<file path="src/rtl/tjs_ram.sv">
// ----------------------------------------------------------------------------
// tjs_ram: generic single-write, single-read RAM
// One write port and one read port, read data registered.
// ----------------------------------------------------------------------------
module tjs_ram #(
  parameter int WIDTH = 32,
  parameter int DEPTH = 16
) (
  input  logic                     clk,
  input  logic                     we,
  input  logic [$clog2(DEPTH)-1:0] waddr,
  input  logic [WIDTH-1:0]         wdata,
  input  logic [$clog2(DEPTH)-1:0] raddr,
  output logic [WIDTH-1:0]         rdata
);

  logic [WIDTH-1:0] mem [DEPTH];

  always_ff @(posedge clk) begin
    if (we) begin
      mem[waddr] <= wdata;
    end
    rdata <= mem[raddr];
  end

endmodule

</file>
<file path="config.mk">
export PLATFORM = sky130hd
export DESIGN_NAME = tjs_ram
export DESIGN_NICKNAME = d
export VERILOG_FILES = /design/src/rtl/tjs_ram.sv
export SDC_FILE = /design/constraint.sdc
export NUM_CORES = 1
export LEC_CHECK = 0
export ABC_AREA = 0
export BUFFER_PORTS_ARGS = -buffer_cell sky130_fd_sc_hd__buf_2
export CAP_MARGIN = 25
export CORE_MARGIN = 2
export CORE_UTILIZATION = 65
export CTS_CLUSTER_SIZE = 20
export DETAILED_ROUTE_END_ITERATION = 12
export HOLD_SLACK_MARGIN = 0.15
export PLACE_DENSITY = 0.95
export SETUP_SLACK_MARGIN = 0.02
export SKIP_LAST_GASP = 1
export SYNTH_ARGS = -nofsm -noshare
export SYNTH_HDL_FRONTEND = slang
export SYNTH_SLANG_ARGS = --single-unit
</file>
<file path="constraint.sdc">
create_clock -name clk -period 12.4 [get_ports clk]
set_input_delay 2.48 -clock clk [delete_from_list [all_inputs] [get_ports clk]]
set_output_delay 2.48 -clock clk [all_outputs]
set_load 0.05 [all_outputs]
</file>
# Word level (Yosys, flattened, before mapping)
# Memory sizes are Yosys's and may differ from the RTL's. A register that Yosys moved wholly into a read port is not among the register bits.
# Cells that the tools add are included.
[word_totals] word_cells=3 input_bits=42 mem_count=1 ramBits=512 out_inout_bits=32 ff_bits=0
[mem_list] name="mem" words=16 word_bits=32 rd=1 rd_clocked_by_memory_dff=1 wr=1 line="17" rtl="logic [WIDTH-1:0] mem [DEPTH];"
[op_classes] n_mux=2
[ops] operator="1-bit two-way mux" n=2

# Longest topological paths before layout
[depth] depth_word=2 mapped_depth=5 ltp_nobuf=3

# Worst setup path after synthesis
# No wires, ideal clock.
[synth_path] kind="input to register" from="in waddr[2]" to="mem mem[0][0], enable pin" path_slack_ns=6.740 arrival_time_ns=5.198 path_stages=2 path_buffers=0 setup_ns=0.461 required_time_ns=11.939 path_cell_list="or3b_2 nor3_1"
[synth_lines] item="start, declared" line="11" rtl="input logic [$clog2(DEPTH)-1:0] waddr,"
[synth_lines] item="end, declared" line="17"
# No word-level cell before the write port.

==> qor.txt <==
status - finished, final reports clean
CP Cell Sequence - buf_4 -> buf_4 -> mux4_2 -> a22oi_1 -> nand2_1
vias in the first global route - 10000
Slew Viols, Final - 0
final setup margin - 7800 ps
DRC - 0
pwr dens - 170 mW/mm^2
register area - 0.0160 sq mm
Layout Area Growth over Synthesis - 13.1%
WHS - 670 ps
final cycle utilization of the critical path - 37.1%
most frequent cells in the layout - edfxtp_1 (512), mux4_2 (128), buf_2 (71)
first-pass GRT wire length - 66.8 mm
LEAKAGE - 7.25 nW
Worst Tran Pin Value - 1100 ps
Post-Syn Nets - 880
Clock Latency Late Sink - 580 ps
Hold Path Origin - mem[15][9]
DIE HEIGHT - 179 microns
CTS clock-pin slew for the worst setup and hold paths - 60 ps
ratio of cells with drive above 1 in the final layout - 32.2%
#FFs+latches synth - 544
vias - 9536
post-place setup slack - 7080 ps
Die ar. - 0.0320 sq mm
endpoints failing setup - 0
hold-fix buffers at CTS - 0
Worst slew margin - 26.7%
H-Tree Depth - 2
CTS buffer count - 49
required time worst endpoint - 12840 ps
RSZ-0062 raised after global routing - no
Sink Count - 544
max incr delay on CP - 890 ps
synthesized area - 0.0199 sq mm
Crit Path Max Fanout - 72
post-synthesis cell type count - 18
1st-iter DRT viols - 1615
CTS resizes - 0
Final Hold Viols - 0
Cells after Synth - 838
Port Buffers - 73
Max-cap violations - 0
Slowest cell on crit path - buf_4
hpwl dp - 21.5 mm
CTS max path bufs - 3
total track usage - 30.2%
Setup Fix Bufs, Post-CTS - 0
nature of the critical path endpoint - register
Seq/Total Area, Yosys - 80.7%
Peak VDD IR - 0.125 mV
Reg-to-Reg Start - mem[3][3]
pin count of the biggest net entering global routing - 86
clock period minus worst slack - 4600 ps
Nets - 984
drt via density - 6.93
Final Util - 75.2%
r2r worst-path depth - 3
core area - 0.0299 sq mm
I/O Pins - 74
most common library cell in the layout ignoring fill and taps - edfxtp_1
grt ovf - 0
Arr. time, crit path - 5040 ps
drt pass-1 iters - 5
Filler cells - 1452
Tot Pwr - 3.81 mW
DRT Wirelength - 46.2 mm
Worst Setup SP - raddr[1]
CTS root buffer - clkbuf_16
cell mode on critical path - buf_4
Initial Util - 66.5%
wire length per cell - 33.6 microns
std cell rows - 63
Yosys Warn Count - 0
initial antenna violation count - 5
Max Clk Rate - 217 MHz
synthesized area per cell - 23.7 sq um
CTS tree - yes
critical path class - in -> reg
Worst Clk Skew - 18.2 ps
hold path cells - 3
footprint of the multi-input gates - 0.00375 sq mm
Post-DRT Antenna Nets - 0
GP Congestion - 0.719
chip width - 179 microns
TNS Setup - 0 ps
Worst setup SP type - input pin
Hold Crit Class - reg -> reg
==> worst paths after layout <==
check	slack, ps	endpoint
setup / recovery	7800	rdata[20]
hold / removal	670	rdata[9]
setup reg to reg	10930	rdata[3]
hold reg to reg	670	rdata[9]
==> registers in the layout (all words and copies together) (netlist names) <==
signal  cells
rdata      32
mem       512
==> synth_stat cells, drive strengths merged <==
| cell | instances | share of area, % |
|---|---|---|
| a22oi | 64 | 2.4 |
| and2 | 1 | 0.032 |
| buf | 26 | 0.80 |
| clkbuf | 17 | 0.32 |
| dfxtp | 32 | 3.2 |
| edfxtp | 512 | 77 |
| mux4 | 128 | 15 |
| nand2 | 33 | 0.62 |
| nand2b | 2 | 0.063 |
| nand3 | 1 | 0.025 |
| nand3b | 2 | 0.076 |
| nor2 | 13 | 0.25 |
| nor2b | 2 | 0.063 |
| nor3 | 4 | 0.10 |
| or3b | 1 | 0.044 |
==> power by group <==
part | switching (mW) | internal, mW
registers | 0.0175 | 2.06
logic | 0.149 | 0.0739
clock network | 0.648 | 0.869
total | 0.814 | 3.00
==> area by class of cell <==
type	count	share of cell area (%)
Sequential cell	544	71.3
Multi-Input combinational cell	251	16.7
Antenna cell	3	0.0334
Clock inverter	22	0.930
Clock buffer	70	6.22
Timing Repair Buffer	96	2.62
Tap cell	390	2.17
==> layer usage <==
metal	track usage, %	vias to the layer above	share of wire (%)
li1	-	3784	-
met1	38.1	4903	33
met4	14.9	6	4.8
met2	51.5	685	53
met5	0	-	0.069
met3	5.41	158	9.0
==> worst max-delay path, delay by kind of cell <==
family,cells,cell delay [ps]
and+or+nand+nor,1,110
AOI/OAI and AO/OA,1,280
muxes,1,440
buffers and inverters,2,1540
==> per-stage QoR <==
stage | instance area, sq um | std cells
floorplan | 19900 | 838
global placement | 20800 | 1279
detailed placement | 20800 | 1280
CTS | 22400 | 1372
global route | 22500 | 1375
finish | 22500 | 1376
==> cell families (layout without fill, tap and decap cells) <==
family                 count (synthesis)  in the layout  share of synthesized area, %
and+or+nand+nor                       59             59                          1.27
AOI/OAI and AO/OA                     64             64                          2.42
other                                  0              3                             0
muxes                                128            128                          14.5
DFF                                  544            544                          80.7
buffers and inverters                 43            188                          1.12
Power figures use the tool's default switching activity.
