`config.mk`:
```
export PLATFORM = sky130hd
export DESIGN_NAME = tjs_front
export DESIGN_NICKNAME = d
export VERILOG_FILES = /design/src/rtl/tjs_pkg.sv /design/src/rtl/tjs_front.sv
export SDC_FILE = /design/constraint.sdc
export NUM_CORES = 1
export LEC_CHECK = 0
export ABC_AREA = 1
export ABC_CLOCK_PERIOD_IN_PS = 14200
export BUFFER_PORTS_ARGS = -buffer_cell sky130_fd_sc_hd__buf_2
export CORE_MARGIN = 4
export CORE_UTILIZATION = 45
export CTS_CLUSTER_DIAMETER = 120
export DETAILED_ROUTE_END_ITERATION = 8
export PLACE_DENSITY = 0.73
export SYNTH_ARGS = -nofsm -noshare
export SYNTH_HDL_FRONTEND = slang
export SYNTH_SLANG_ARGS = --single-unit
```
`constraint.sdc`:
```
create_clock -name clk -period 14.2 [get_ports clk]
set_input_delay 1.42 -clock clk [delete_from_list [all_inputs] [get_ports clk]]
set_output_delay 1.42 -clock clk [all_outputs]
set_load 0.01 [all_outputs]
```
`src/rtl/tjs_pkg.sv`:
```
// ----------------------------------------------------------------------------
// tjs_pkg: shared types and arithmetic for the two-joint skinning block
// Palette geometry, queue word layout, sequencer states and Q16.16 helpers.
// ----------------------------------------------------------------------------
package tjs_pkg;

  localparam int NUM_JOINTS = 32;
  localparam int JOINT_W    = $clog2(NUM_JOINTS);
  localparam int ROWS       = 4;
  localparam int COLS       = 3;
  localparam int ADDR_W     = JOINT_W + 2;
  localparam int PAL_DEPTH  = NUM_JOINTS * ROWS;
  localparam int ROW_W      = 32 * COLS;
  localparam int Q_DEPTH    = 2;
  localparam int MUL_W      = 33;
  localparam int PROD_W     = 2 * MUL_W;
  localparam int ACC_W      = 52;

  typedef enum logic [1:0] {
    FUNC_LOAD   = 2'd0,
    FUNC_PIVOT  = 2'd1,
    FUNC_VERTEX = 2'd2,
    FUNC_NONE   = 2'd3
  } func_t;

  typedef enum logic [2:0] {
    ST_IDLE, ST_RA, ST_RB, ST_BM, ST_BA, ST_TM, ST_TA, ST_DONE
  } state_t;

  typedef struct packed {
    func_t                 op;
    logic [JOINT_W-1:0]    ja;
    logic [JOINT_W-1:0]    jb;
    logic [1:0]            row;
    logic [15:0]           frac;
    logic [COLS-1:0][31:0] v;
    logic [COLS-1:0][31:0] n;
  } q_word_t;

  typedef struct packed {
    logic              we;
    logic [ADDR_W-1:0] waddr;
    logic [ROW_W-1:0]  wdata;
    logic [ADDR_W-1:0] raddr;
  } ram_req_t;

  // round half up of a Q32.32 product back to Q16.16
  function automatic logic signed [ACC_W-1:0] rnd16(input logic signed [PROD_W-1:0] p);
    logic signed [PROD_W-1:0] t;
    t = p + PROD_W'(32768);
    return ACC_W'(t >>> 16);
  endfunction

  function automatic logic signed [31:0] sat32(input logic signed [ACC_W-1:0] v);
    if (v > ACC_W'(64'sd2147483647)) return 32'sh7fffffff;
    if (v < -(ACC_W'(64'sd2147483648))) return 32'sh80000000;
    return v[31:0];
  endfunction

endpackage

```
`src/rtl/tjs_front.sv`:
```
// ----------------------------------------------------------------------------
// tjs_front: input classification and command queue
// Accepts words, drops the ones with no effect, resolves joints and queues
// the rest for the back end.
// ----------------------------------------------------------------------------
module tjs_front import tjs_pkg::*; (
  input  logic        clk,
  input  logic        rst,
  input  logic        in_valid,
  output logic        in_stall,
  input  logic [1:0]  func,
  input  logic [4:0]  joint_index,
  input  logic [1:0]  row_index,
  input  logic [31:0] value_a,
  input  logic [31:0] value_b,
  input  logic [31:0] value_c,
  input  logic [20:0] blend_weight,
  input  logic [31:0] normal_x,
  input  logic [31:0] normal_y,
  input  logic [31:0] normal_z,
  output logic        q_valid,
  output q_word_t     q_word,
  input  logic        q_pop
);

  localparam int PTR_W = $clog2(Q_DEPTH);
  localparam int CNT_W = $clog2(Q_DEPTH + 1);

  q_word_t            mem [Q_DEPTH];
  logic [PTR_W-1:0]   wptr;
  logic [PTR_W-1:0]   rptr;
  logic [CNT_W-1:0]   count;
  q_word_t            word_in;
  logic               keep;
  logic               push;
  logic [JOINT_W-1:0] k0;
  logic [JOINT_W-1:0] k1;

  always_comb begin
    // clamp both blend joints to the last palette entry
    k0 = (int'(blend_weight[20:16]) > NUM_JOINTS - 1) ? JOINT_W'(NUM_JOINTS - 1)
                                                        : JOINT_W'(blend_weight[20:16]);
    k1 = (int'(blend_weight[20:16]) + 1 > NUM_JOINTS - 1) ? JOINT_W'(NUM_JOINTS - 1)
                                                            : JOINT_W'(int'(blend_weight[20:16]) + 1);
    word_in.op   = func_t'(func);
    word_in.row  = row_index;
    word_in.v    = {value_c, value_b, value_a};
    word_in.n    = {normal_z, normal_y, normal_x};
    word_in.ja   = JOINT_W'(joint_index);
    word_in.jb   = JOINT_W'(joint_index);
    word_in.frac = '0;
    keep         = 1'b0;
    unique case (func_t'(func))
      FUNC_LOAD, FUNC_PIVOT: begin
        keep = int'(joint_index) < NUM_JOINTS;
      end
      FUNC_VERTEX: begin
        keep         = 1'b1;
        word_in.ja   = k0;
        word_in.jb   = k1;
        word_in.frac = blend_weight[15:0];
      end
      FUNC_NONE: begin
        keep = 1'b0;
      end
    endcase
  end

  assign in_stall = (count == CNT_W'(Q_DEPTH));
  assign push     = in_valid && !in_stall && keep;
  assign q_valid  = (count != '0);
  assign q_word   = mem[rptr];

  always_ff @(posedge clk) begin
    if (rst) begin
      wptr  <= '0;
      rptr  <= '0;
      count <= '0;
    end else begin
      if (push) begin
        wptr <= (int'(wptr) == Q_DEPTH - 1) ? '0 : wptr + 1'b1;
      end
      if (q_pop) begin
        rptr <= (int'(rptr) == Q_DEPTH - 1) ? '0 : rptr + 1'b1;
      end
      count <= count + CNT_W'(push) - CNT_W'(q_pop);
    end
    if (push) begin
      mem[wptr] <= word_in;
    end
  end

endmodule

```
=== Yosys cells after proc, flatten, opt, wreduce, memory -nomap -nowiden ===
Memories as Yosys holds them, arrays and structs flattened. A register that Yosys moved wholly into a read port is not among the register bits.
Cells that the tools add are included.
Widths: inputs -> output; s select.

* Shift operators: 0
* Reductions and logical operators: 6
* Multiply operators: 0
* Add/sub/neg operators: 5
* Bitwise operators: 0
* Div/mod/pow operators: 0
* $lt $le $gt $ge: 1
* Muxes and demuxes: 10
* Equality and inequality tests: 4

{| class="wikitable"
|+ Operator list
! cell !! count
|-
| $gt 32x6->1 const B || 1
|-
| $mux 16 || 1
|-
| $mux 10 || 1
|-
| $add 5x1->6 const B || 1
|-
| $eq 2x2->1 const B || 3
|-
| $mux 1 || 6
|-
| $mux 5 || 1
|-
| $reduce_or 3->1 || 1
|-
| $add 1x1->1 const B || 2
|-
| $add 2x1->2 || 1
|-
| $eq 2x1->1 const B || 1
|-
| $logic_and 1x1->1 || 2
|-
| $logic_not 2->1 || 1
|-
| $pmux 1 s2 || 1
|-
| $reduce_bool 2->1 || 1
|-
| $sub 2x1->2 || 1
|-
| $logic_not 1->1 || 1
|}

* Register bits: 4
* Memory bits (writable): 444
* Memories: 1
* Memory bits (read-only): 0
* Logic and storage cells: 30
* Output and inout bits: 224
* Latch bits: 0
* Input port bits: 226

{| class="wikitable"
|+ Memories
! memory !! words !! width !! read ports !! clocked after Yosys merged registers in !! write ports !! RTL line !! source
|-
| mem || 2 || 222 || 1 || 1 || 1 || tjs_front.sv:29 || <nowiki>q_word_t mem [Q_DEPTH];</nowiki>
|}

=== Longest topological paths before layout ===
Gate-level depths: netlist (run 1).

* Depth in word-level cells: 6
* Mapped depth: 10
* Gate-level depth less buffers: 10

=== Least setup slack after synthesis (run 1) ===
Ideal clock, no wire load.

* Path type: input -> register
* Start: input port func[1]
* End: memory mem[0][0] in the netlist's numbering (enable)
* Cell stages on the path: 3
* Setup slack: 2,552 ps
* Path buffers: 0
* Data arrival time: 10,839 ps
* Setup time: 809 ps
* Data required time: 13,391 ps
* Cell sequence: nand2_1 -> nand3_1 -> nor2_1

* Word-level cells in the longest chain between the ends: 6
* Elaborated cells on any way between the ends: 9
* Classes of those cells: eq/ne (3); mux (3); reduce/logical (3)

{| class="wikitable"
|+ Ends and longest elaborated chain
! item !! RTL line !! source
|-
| from (decl) || tjs_front.sv:11 || <nowiki>input logic [1:0] func,</nowiki>
|-
| $eq 2x2->1, or another cell as far along || tjs_front.sv:53 || <nowiki>unique case (func_t'(func))</nowiki>
|-
| $reduce_or 3->1 (no source line) || - ||
|-
| $pmux 1 s2 (*) || tjs_front.sv:53 ||
|-
| $logic_and 1x1->1 (*) || tjs_front.sv:70 || <nowiki>assign push = in_valid && !in_stall && keep;</nowiki>
|-
| $mux 1 (*) || tjs_front.sv:88 || <nowiki>if (push) begin</nowiki>
|-
| $mux 1 (implied by the code) (*) || tjs_front.sv:89 || <nowiki>mem[wptr] <= word_in;</nowiki>
|-
| to (decl) || tjs_front.sv:29 ||
|}

Mark *: on every way between the ends. The rest lies on a longest branch, timed or not.

==> flow_summary_export.csv, run 1 <==
group,metric,value,unit
timing,tightest_slew,1219,ps
status,status,"completed",
timing,timing.final.crit_period,4209,ps
cts,cts.repair.resized,0,
setup_path,start_kind,"flop",
cts,postCtsSetupBuffers,0,
drt,met1_length,13490,µm
global_route,grt_pass1_wl,53740,µm
drt,via_count,8905,
cells_and_area,fillers,2886,
global_route,grt_pass1_vias,9412,
cells_and_area,layout.cells.most_common,"buf_2",
floorplan,die_w,204.5,µm
timing,max_clock_freq,237.6,MHz
global_route,antenna_found_initial,11,
drt,wl,36810,µm
drt,route.met3.wl,3931,µm
setup_path,worst_setup_path_end_kind,"output pin",
timing,setup_viol,0,
cells_and_area,regArea,13440,µm²
cells_and_area,syn_to_final_growth,23.98,%
timing,timing.setup.tns,0,ps
floorplan,core,37840,µm²
placement,placed_cell_area,20060,µm²
global_route,grt_usage,16.81,%
setup_path,worstSetupPathType,"reg2out",
setup_path,r2r_end,"mem[0][44]",
floorplan,fp.dieH,204.5,µm
drt,drc,0,
setup_path,reg2reg_slack,11350,ps
placement,place_inst,1746,
cells_and_area,final_cell_mix,"buf_2, edfxtp_1, mux2_4",
floorplan,rows,71,
placement,portBuffers,449,
flow_run,max_cap_violations,0,
timing,slew_headroom,18.74,%
setup_path,crit_chain,"buf_4 > mux2_2 > buf_2",
cts,ctsRootBufferMaster,"clkbuf_16",
drt,via_per_inst,4.853,
setup_path,crit_cells,3,
cells_and_area,nets,1512,
setup_path,critPathTopFamily,"buffers and inverters",
min_path,hold_class,"reg2reg",
yosys,synthesis.area_per_instance,21.64,µm²
timing,finalHoldViolCount,0,
cts,cts_max_path_buffers,3,
cts,clock-sinks,449,
cells_and_area,fin_cells,1835,
setup_path,critPathArrivalTime,2790,ps
cts,htreeDepth,2,
global_route,grt_max_degree,133,
drt,top_layer_used,"met5",
cts,clk_pin_slew_worst_paths,60,ps
power_and_ir_drop,cellLeakagePower,8.549,nW
setup_path,critPathMaxFanout,59,
setup_path,slowest_delay,900,ps
floorplan,ios,450,
global_route,globalRouteOverflowTotal,0,
drt,firstDrtPassIters,4,
cells_and_area,multi_input_area,3531,µm²
setup_path,r2r_cells,6,
timing,finalCritPeriodShare,29.64,%
floorplan,start_util,45.93,%
placement,hpwl,25300,µm
cts,insertion_delay,560,ps
setup_path,cp_num_buf_inv,2,
floorplan,die-area,41830,µm²
drt,wl_per_cell,20.06,µm
placement,gp_congestion,0.7697,
cts,cts_buffers,46,
yosys,yosys_warnings,0,
setup_path,required,12780,ps
cells_and_area,drive_gt1_share,57.12,%
yosys,syn_inst,803,
timing,final_max_slew_viol_count,0,
power_and_ir_drop,max-vdd-ir-drop,0.1251,mV
drt,ant_nets,0,
yosys,synth-seq-cells,449,
cts,cts_hold_buffers,0,
timing,rsz0062_at_grt,"false",
drt,met2_length,18350,µm
yosys,seq_area_frac_synth,77.29,%
setup_path,endpoint,"q_word[25]",
setup_path,critPathSlowestCell,"buf_4",
yosys,synth.distinct_cells,21,
setup_path,timing.rr.start,"count[0]",
power_and_ir_drop,power_density,147.6,nW/µm²
power_and_ir_drop,power.total,3.180,mW
drt,drt-initial-drc-count,484,
timing,whs,519.2,ps
timing,clock-skew-final,10.85,ps
yosys,synth_nets,1032,
cells_and_area,final_area,21550,µm²
cts,cts_tree,"built",
yosys,syn_area,17380,µm²
==> how the worst min path moves through the flow <==
stage          cells after the start  slack [ps]  startpoint   end
6_report                           2         520        wptr  wptr
5_1_grt                            2         530        wptr  wptr
4_1_cts                            2         510        wptr  wptr
3_5_place_dp                       2         500        wptr  wptr
3_3_place_gp                       2         500        rptr  rptr
2_1_floorplan                      2         450        wptr  wptr
==> synth_stat cells (all sizes together) <==
| library cell | n | area, µm² |
|---|---|---|
| inv | 32 | 120.1 |
| nand2 | 26 | 97.59 |
| a21oi | 1 | 5.000 |
| o21ai | 4 | 20.02 |
| o21bai | 1 | 7.510 |
| a22oi | 1 | 7.510 |
| nor2 | 25 | 93.84 |
| or2 | 1 | 6.260 |
| xnor2 | 2 | 17.52 |
| clkbuf | 1 | 3.750 |
| nand4 | 2 | 12.51 |
| dfxtp | 5 | 100.1 |
| buf | 26 | 307.8 |
| mux2 | 222 | 3176 |
| nand3 | 7 | 35.03 |
| edfxtp | 444 | 13330 |
| ha | 3 | 37.54 |
==> tightest hold or removal path, stage by stage (launching register included) <==
cell,delay [ps]
dfxtp_1,340
nand2_1,80
a21oi_1,50
==> state kept, by name, indices dropped and copies added, names as in the netlist, named ones only <==
signal	flops
rptr	1
count	2
wptr	1
mem	444
==> cells by family after synthesis <==
| kind of cell | synth area share (%) |
|---|---|
| XOR/XNOR | 0.1008 |
| AO/OA/AOI/OAI | 0.2304 |
| adder cells (fa/ha/maj) | 0.2160 |
| flip-flops | 77.29 |
| buffers and inverters | 2.484 |
| AND/OR/NAND/NOR | 1.411 |
| multiplexers | 18.27 |
==> area by class of cell <==
class / instances / share of cell area (%)
clock buffers: 60 / 5.975
clock inverters: 25 / 0.8768
well taps: 511 / 2.967
flip-flops and latches: 449 / 62.36
inverters: 32 / 0.5574
multi-input cells: 295 / 16.39
diodes: 4 / 0.04645
repair buffers: 459 / 10.83
==> report_power, final <==
part           total [mW]  switching (mW)  leakage (nW)  internal (mW)
sequential           1.60          0.0263          4.15           1.57
clock                1.16           0.482         0.721          0.678
combinational       0.424           0.221          3.68          0.203
total                3.18           0.729          8.55           2.45
==> stage by stage <==
step,setup slack [ps],util (%)
global placement,10250,53.01
detailed placement,10180,53.01
global route,9829,56.93
CTS,9894,56.91
finish,9991,56.94
floorplan,2552,-
==> per-layer routing <==
metal	global-route usage, %	up-vias
met3	6.950	77
met5	0	-
met2	28.94	369
met4	5.719	16
met1	19.04	4370
li1	-	4073
Note: power is estimated with default switching activity, not from simulation.
==> run 2: changes to the inputs <==
--- a/config.mk
+++ b/config.mk
@@ -6,7 +6,7 @@
 export NUM_CORES = 1
 export LEC_CHECK = 0
 export ABC_AREA = 1
-export ABC_CLOCK_PERIOD_IN_PS = 14200
+export ABC_CLOCK_PERIOD_IN_PS = 4170
 export BUFFER_PORTS_ARGS = -buffer_cell sky130_fd_sc_hd__buf_2
 export CORE_MARGIN = 4
 export CORE_UTILIZATION = 45
==> constraint.sdc (replaced) <==
create_clock -name clk -period 4.17 [get_ports clk]
set_input_delay 0.417 -clock clk [delete_from_list [all_inputs] [get_ports clk]]
set_output_delay 0.417 -clock clk [all_outputs]
set_load 0.01 [all_outputs]
==> run 2 against run 1 <==
Worst setup slack got worse by 8700 ps; flip-flop and latch count stayed put; design area is 0.78% higher; highest routed layer unchanged; routed wire length decreased by 2.7%; combinational power increased to 3.4 times the previous value; critical path depth stayed put; sequential share of layout area fell by 0.48 points; first-iteration DRC count fell by 24%; total power grew to 3.5 times the previous value; sequential power grew to 3.4 times the previous value; critical path type unchanged; utilization increased by 0.45 points.
==> flow_summary_export.csv, run 2 (synthesis gave the netlist of run 1 again) <==
group,metric,value,unit
placement,gp_congestion,0.7609,
cts,clk_pin_slew_worst_paths,60,ps
cells_and_area,drive_gt1_share,57.22,%
drt,top_layer_used,"met5",
power_and_ir_drop,cellLeakagePower,8.622,nW
floorplan,die-area,41830,µm²
cts,htreeDepth,2,
cells_and_area,regMostFlops,"mem",
setup_path,worstSetupPathType,"reg2out",
setup_path,critPathSlowestCell,"dfxtp_4",
setup_path,reg2reg_slack,2370,ps
floorplan,core,37840,µm²
cells_and_area,final_util,57.39,%
drt,via_per_inst,4.828,
cells_and_area,fin_cells,1836,
timing,timing.setup.tns,0,ps
timing,tightest_slew,889.8,ps
cells_and_area,nets,1514,
timing,final_max_slew_viol_count,0,
cells_and_area,largest_registers,"mem x444, count x2",
cts,insertion_delay,550,ps
setup_path,critPathArrivalTime,2450,ps
setup_path,worst_setup_path_end_kind,"output pin",
setup_path,crit_chain,"buf_4 > mux2_2 > buf_2",
drt,drt-initial-drc-count,367,
timing,clock-skew-final,11.56,ps
drt,wl_per_cell,19.50,µm
floorplan,start_util,45.93,%
cells_and_area,syn_to_final_growth,24.95,%
min_path,hold_class,"in2reg",
cts,cts_hold_buffers,0,
cts,postCtsSetupBuffers,0,
placement,portBuffers,449,
timing,timing.final.crit_period,2864,ps
floorplan,rows,71,
power_and_ir_drop,power.total,10.99,mW
timing,setup_viol,0,
timing,finalCritPeriodShare,68.68,%
placement,hpwl,24710,µm
status,status,"completed",
placement,placed_cell_area,20170,µm²
cells_and_area,final_cell_mix,"buf_2, edfxtp_1, mux2_4",
global_route,globalRouteOverflowTotal,0,
setup_path,endpoint,"q_word[18]",
cells_and_area,multi_input_area,3562,µm²
cts,clock-sinks,449,
drt,via_count,8865,
cts,ctsRootBufferMaster,"clkbuf_16",
timing,slew_headroom,40.54,%
cells_and_area,final_area,21720,µm²
flow_run,max_cap_violations,0,
power_and_ir_drop,power_density,506.1,nW/µm²
setup_path,slowest_delay,840,ps
power_and_ir_drop,max-vdd-ir-drop,0.3923,mV
cells_and_area,regArea,13440,µm²
drt,route.met3.wl,3792,µm
global_route,grt_max_degree,115,
cts,cts_max_path_buffers,3,
setup_path,r2r_cells,5,
setup_path,timing.rr.start,"count[0]",
timing,rsz0062_at_grt,"false",
floorplan,ios,450,
setup_path,critPathMaxFanout,40,
setup_path,r2r_end,"mem[0][77]",
global_route,grt_pass1_vias,9501,
cts,cts_tree,"built",
floorplan,fp.dieH,204.5,µm
timing,finalHoldViolCount,0,
drt,firstDrtPassIters,4,
global_route,antenna_found_initial,7,
drt,met1_length,13300,µm
cells_and_area,layout.cells.most_common,"buf_2",
cells_and_area,fillers,2941,
floorplan,die_w,204.5,µm
setup_path,required,3750,ps
drt,wl,35800,µm
drt,drc,0,
drt,met2_length,17700,µm
cells_and_area,largest_reg_flops,444,
placement,place_inst,1748,
cts,cts.repair.resized,0,
setup_path,start_kind,"flop",
timing,max_clock_freq,349.1,MHz
global_route,grt_usage,16.47,%
cts,cts_buffers,46,
drt,ant_nets,0,
global_route,grt_pass1_wl,53060,µm
run 2: cell types whose count changed in the layout (fill, tap and decap cells not counted), sizes merged:
cell	change
clkinvlp	-3
bufinv	+4
buf	+2
inv	-2
diode	-2
clkinv	+4
clkbuf	-2
run 2: layer usage:
metal  track usage (%)  vias to the layer above
li1                  -                     4078
met1             19.30                     4346
met2             27.54                      360
met3             6.870                       71
met4             5.671                       10
met5                 0                        -
run 2: worst max-delay path, delay by kind of cell (launching register included):
kind,cells,cell delay (ps)
buffers and inverters,2,640
DFF,1,840
muxes,1,390
run 2: stage by stage:
step	setup slack, ps	hold WS, ps
2_1_floorplan	-143.4	479.9
3_3_place_gp	1873	494.4
3_5_place_dp	1825	496.3
4_1_cts	1209	1.767
5_1_grt	1150	13.21
6_report	1306	48.67
run 2: power by group:
group	internal (mW)	total, mW	switching, mW
clock network	2.51	4.11	1.60
registers	5.35	5.45	0.0971
logic	0.694	1.43	0.740
total	8.55	11.0	2.44
run 2: layout make-up:
class	instances	share of cell area, %
Clock inverter	28	1.296
Clock buffer	58	5.802
Tap cell	511	2.944
Multi-Input combinational cell	295	16.40
Sequential cell	449	61.87
Inverter	32	0.5531
Timing Repair Buffer	461	11.11
Antenna cell	2	0.02305
run 2: worst min-delay path by stage:
stage                            start     endpoint  slack, ps  depth (start not counted)
after floorplan                   rptr         flop        480                          2
after global placement            rptr         rptr        490                          2
after detailed placement          rptr         flop        500                          2
after CTS                   value_c[9]  mem[1][169]          2                          1
after global routing       normal_z[8]   mem[0][72]         10                          1
final                     normal_x[27]   mem[0][27]         50                          1
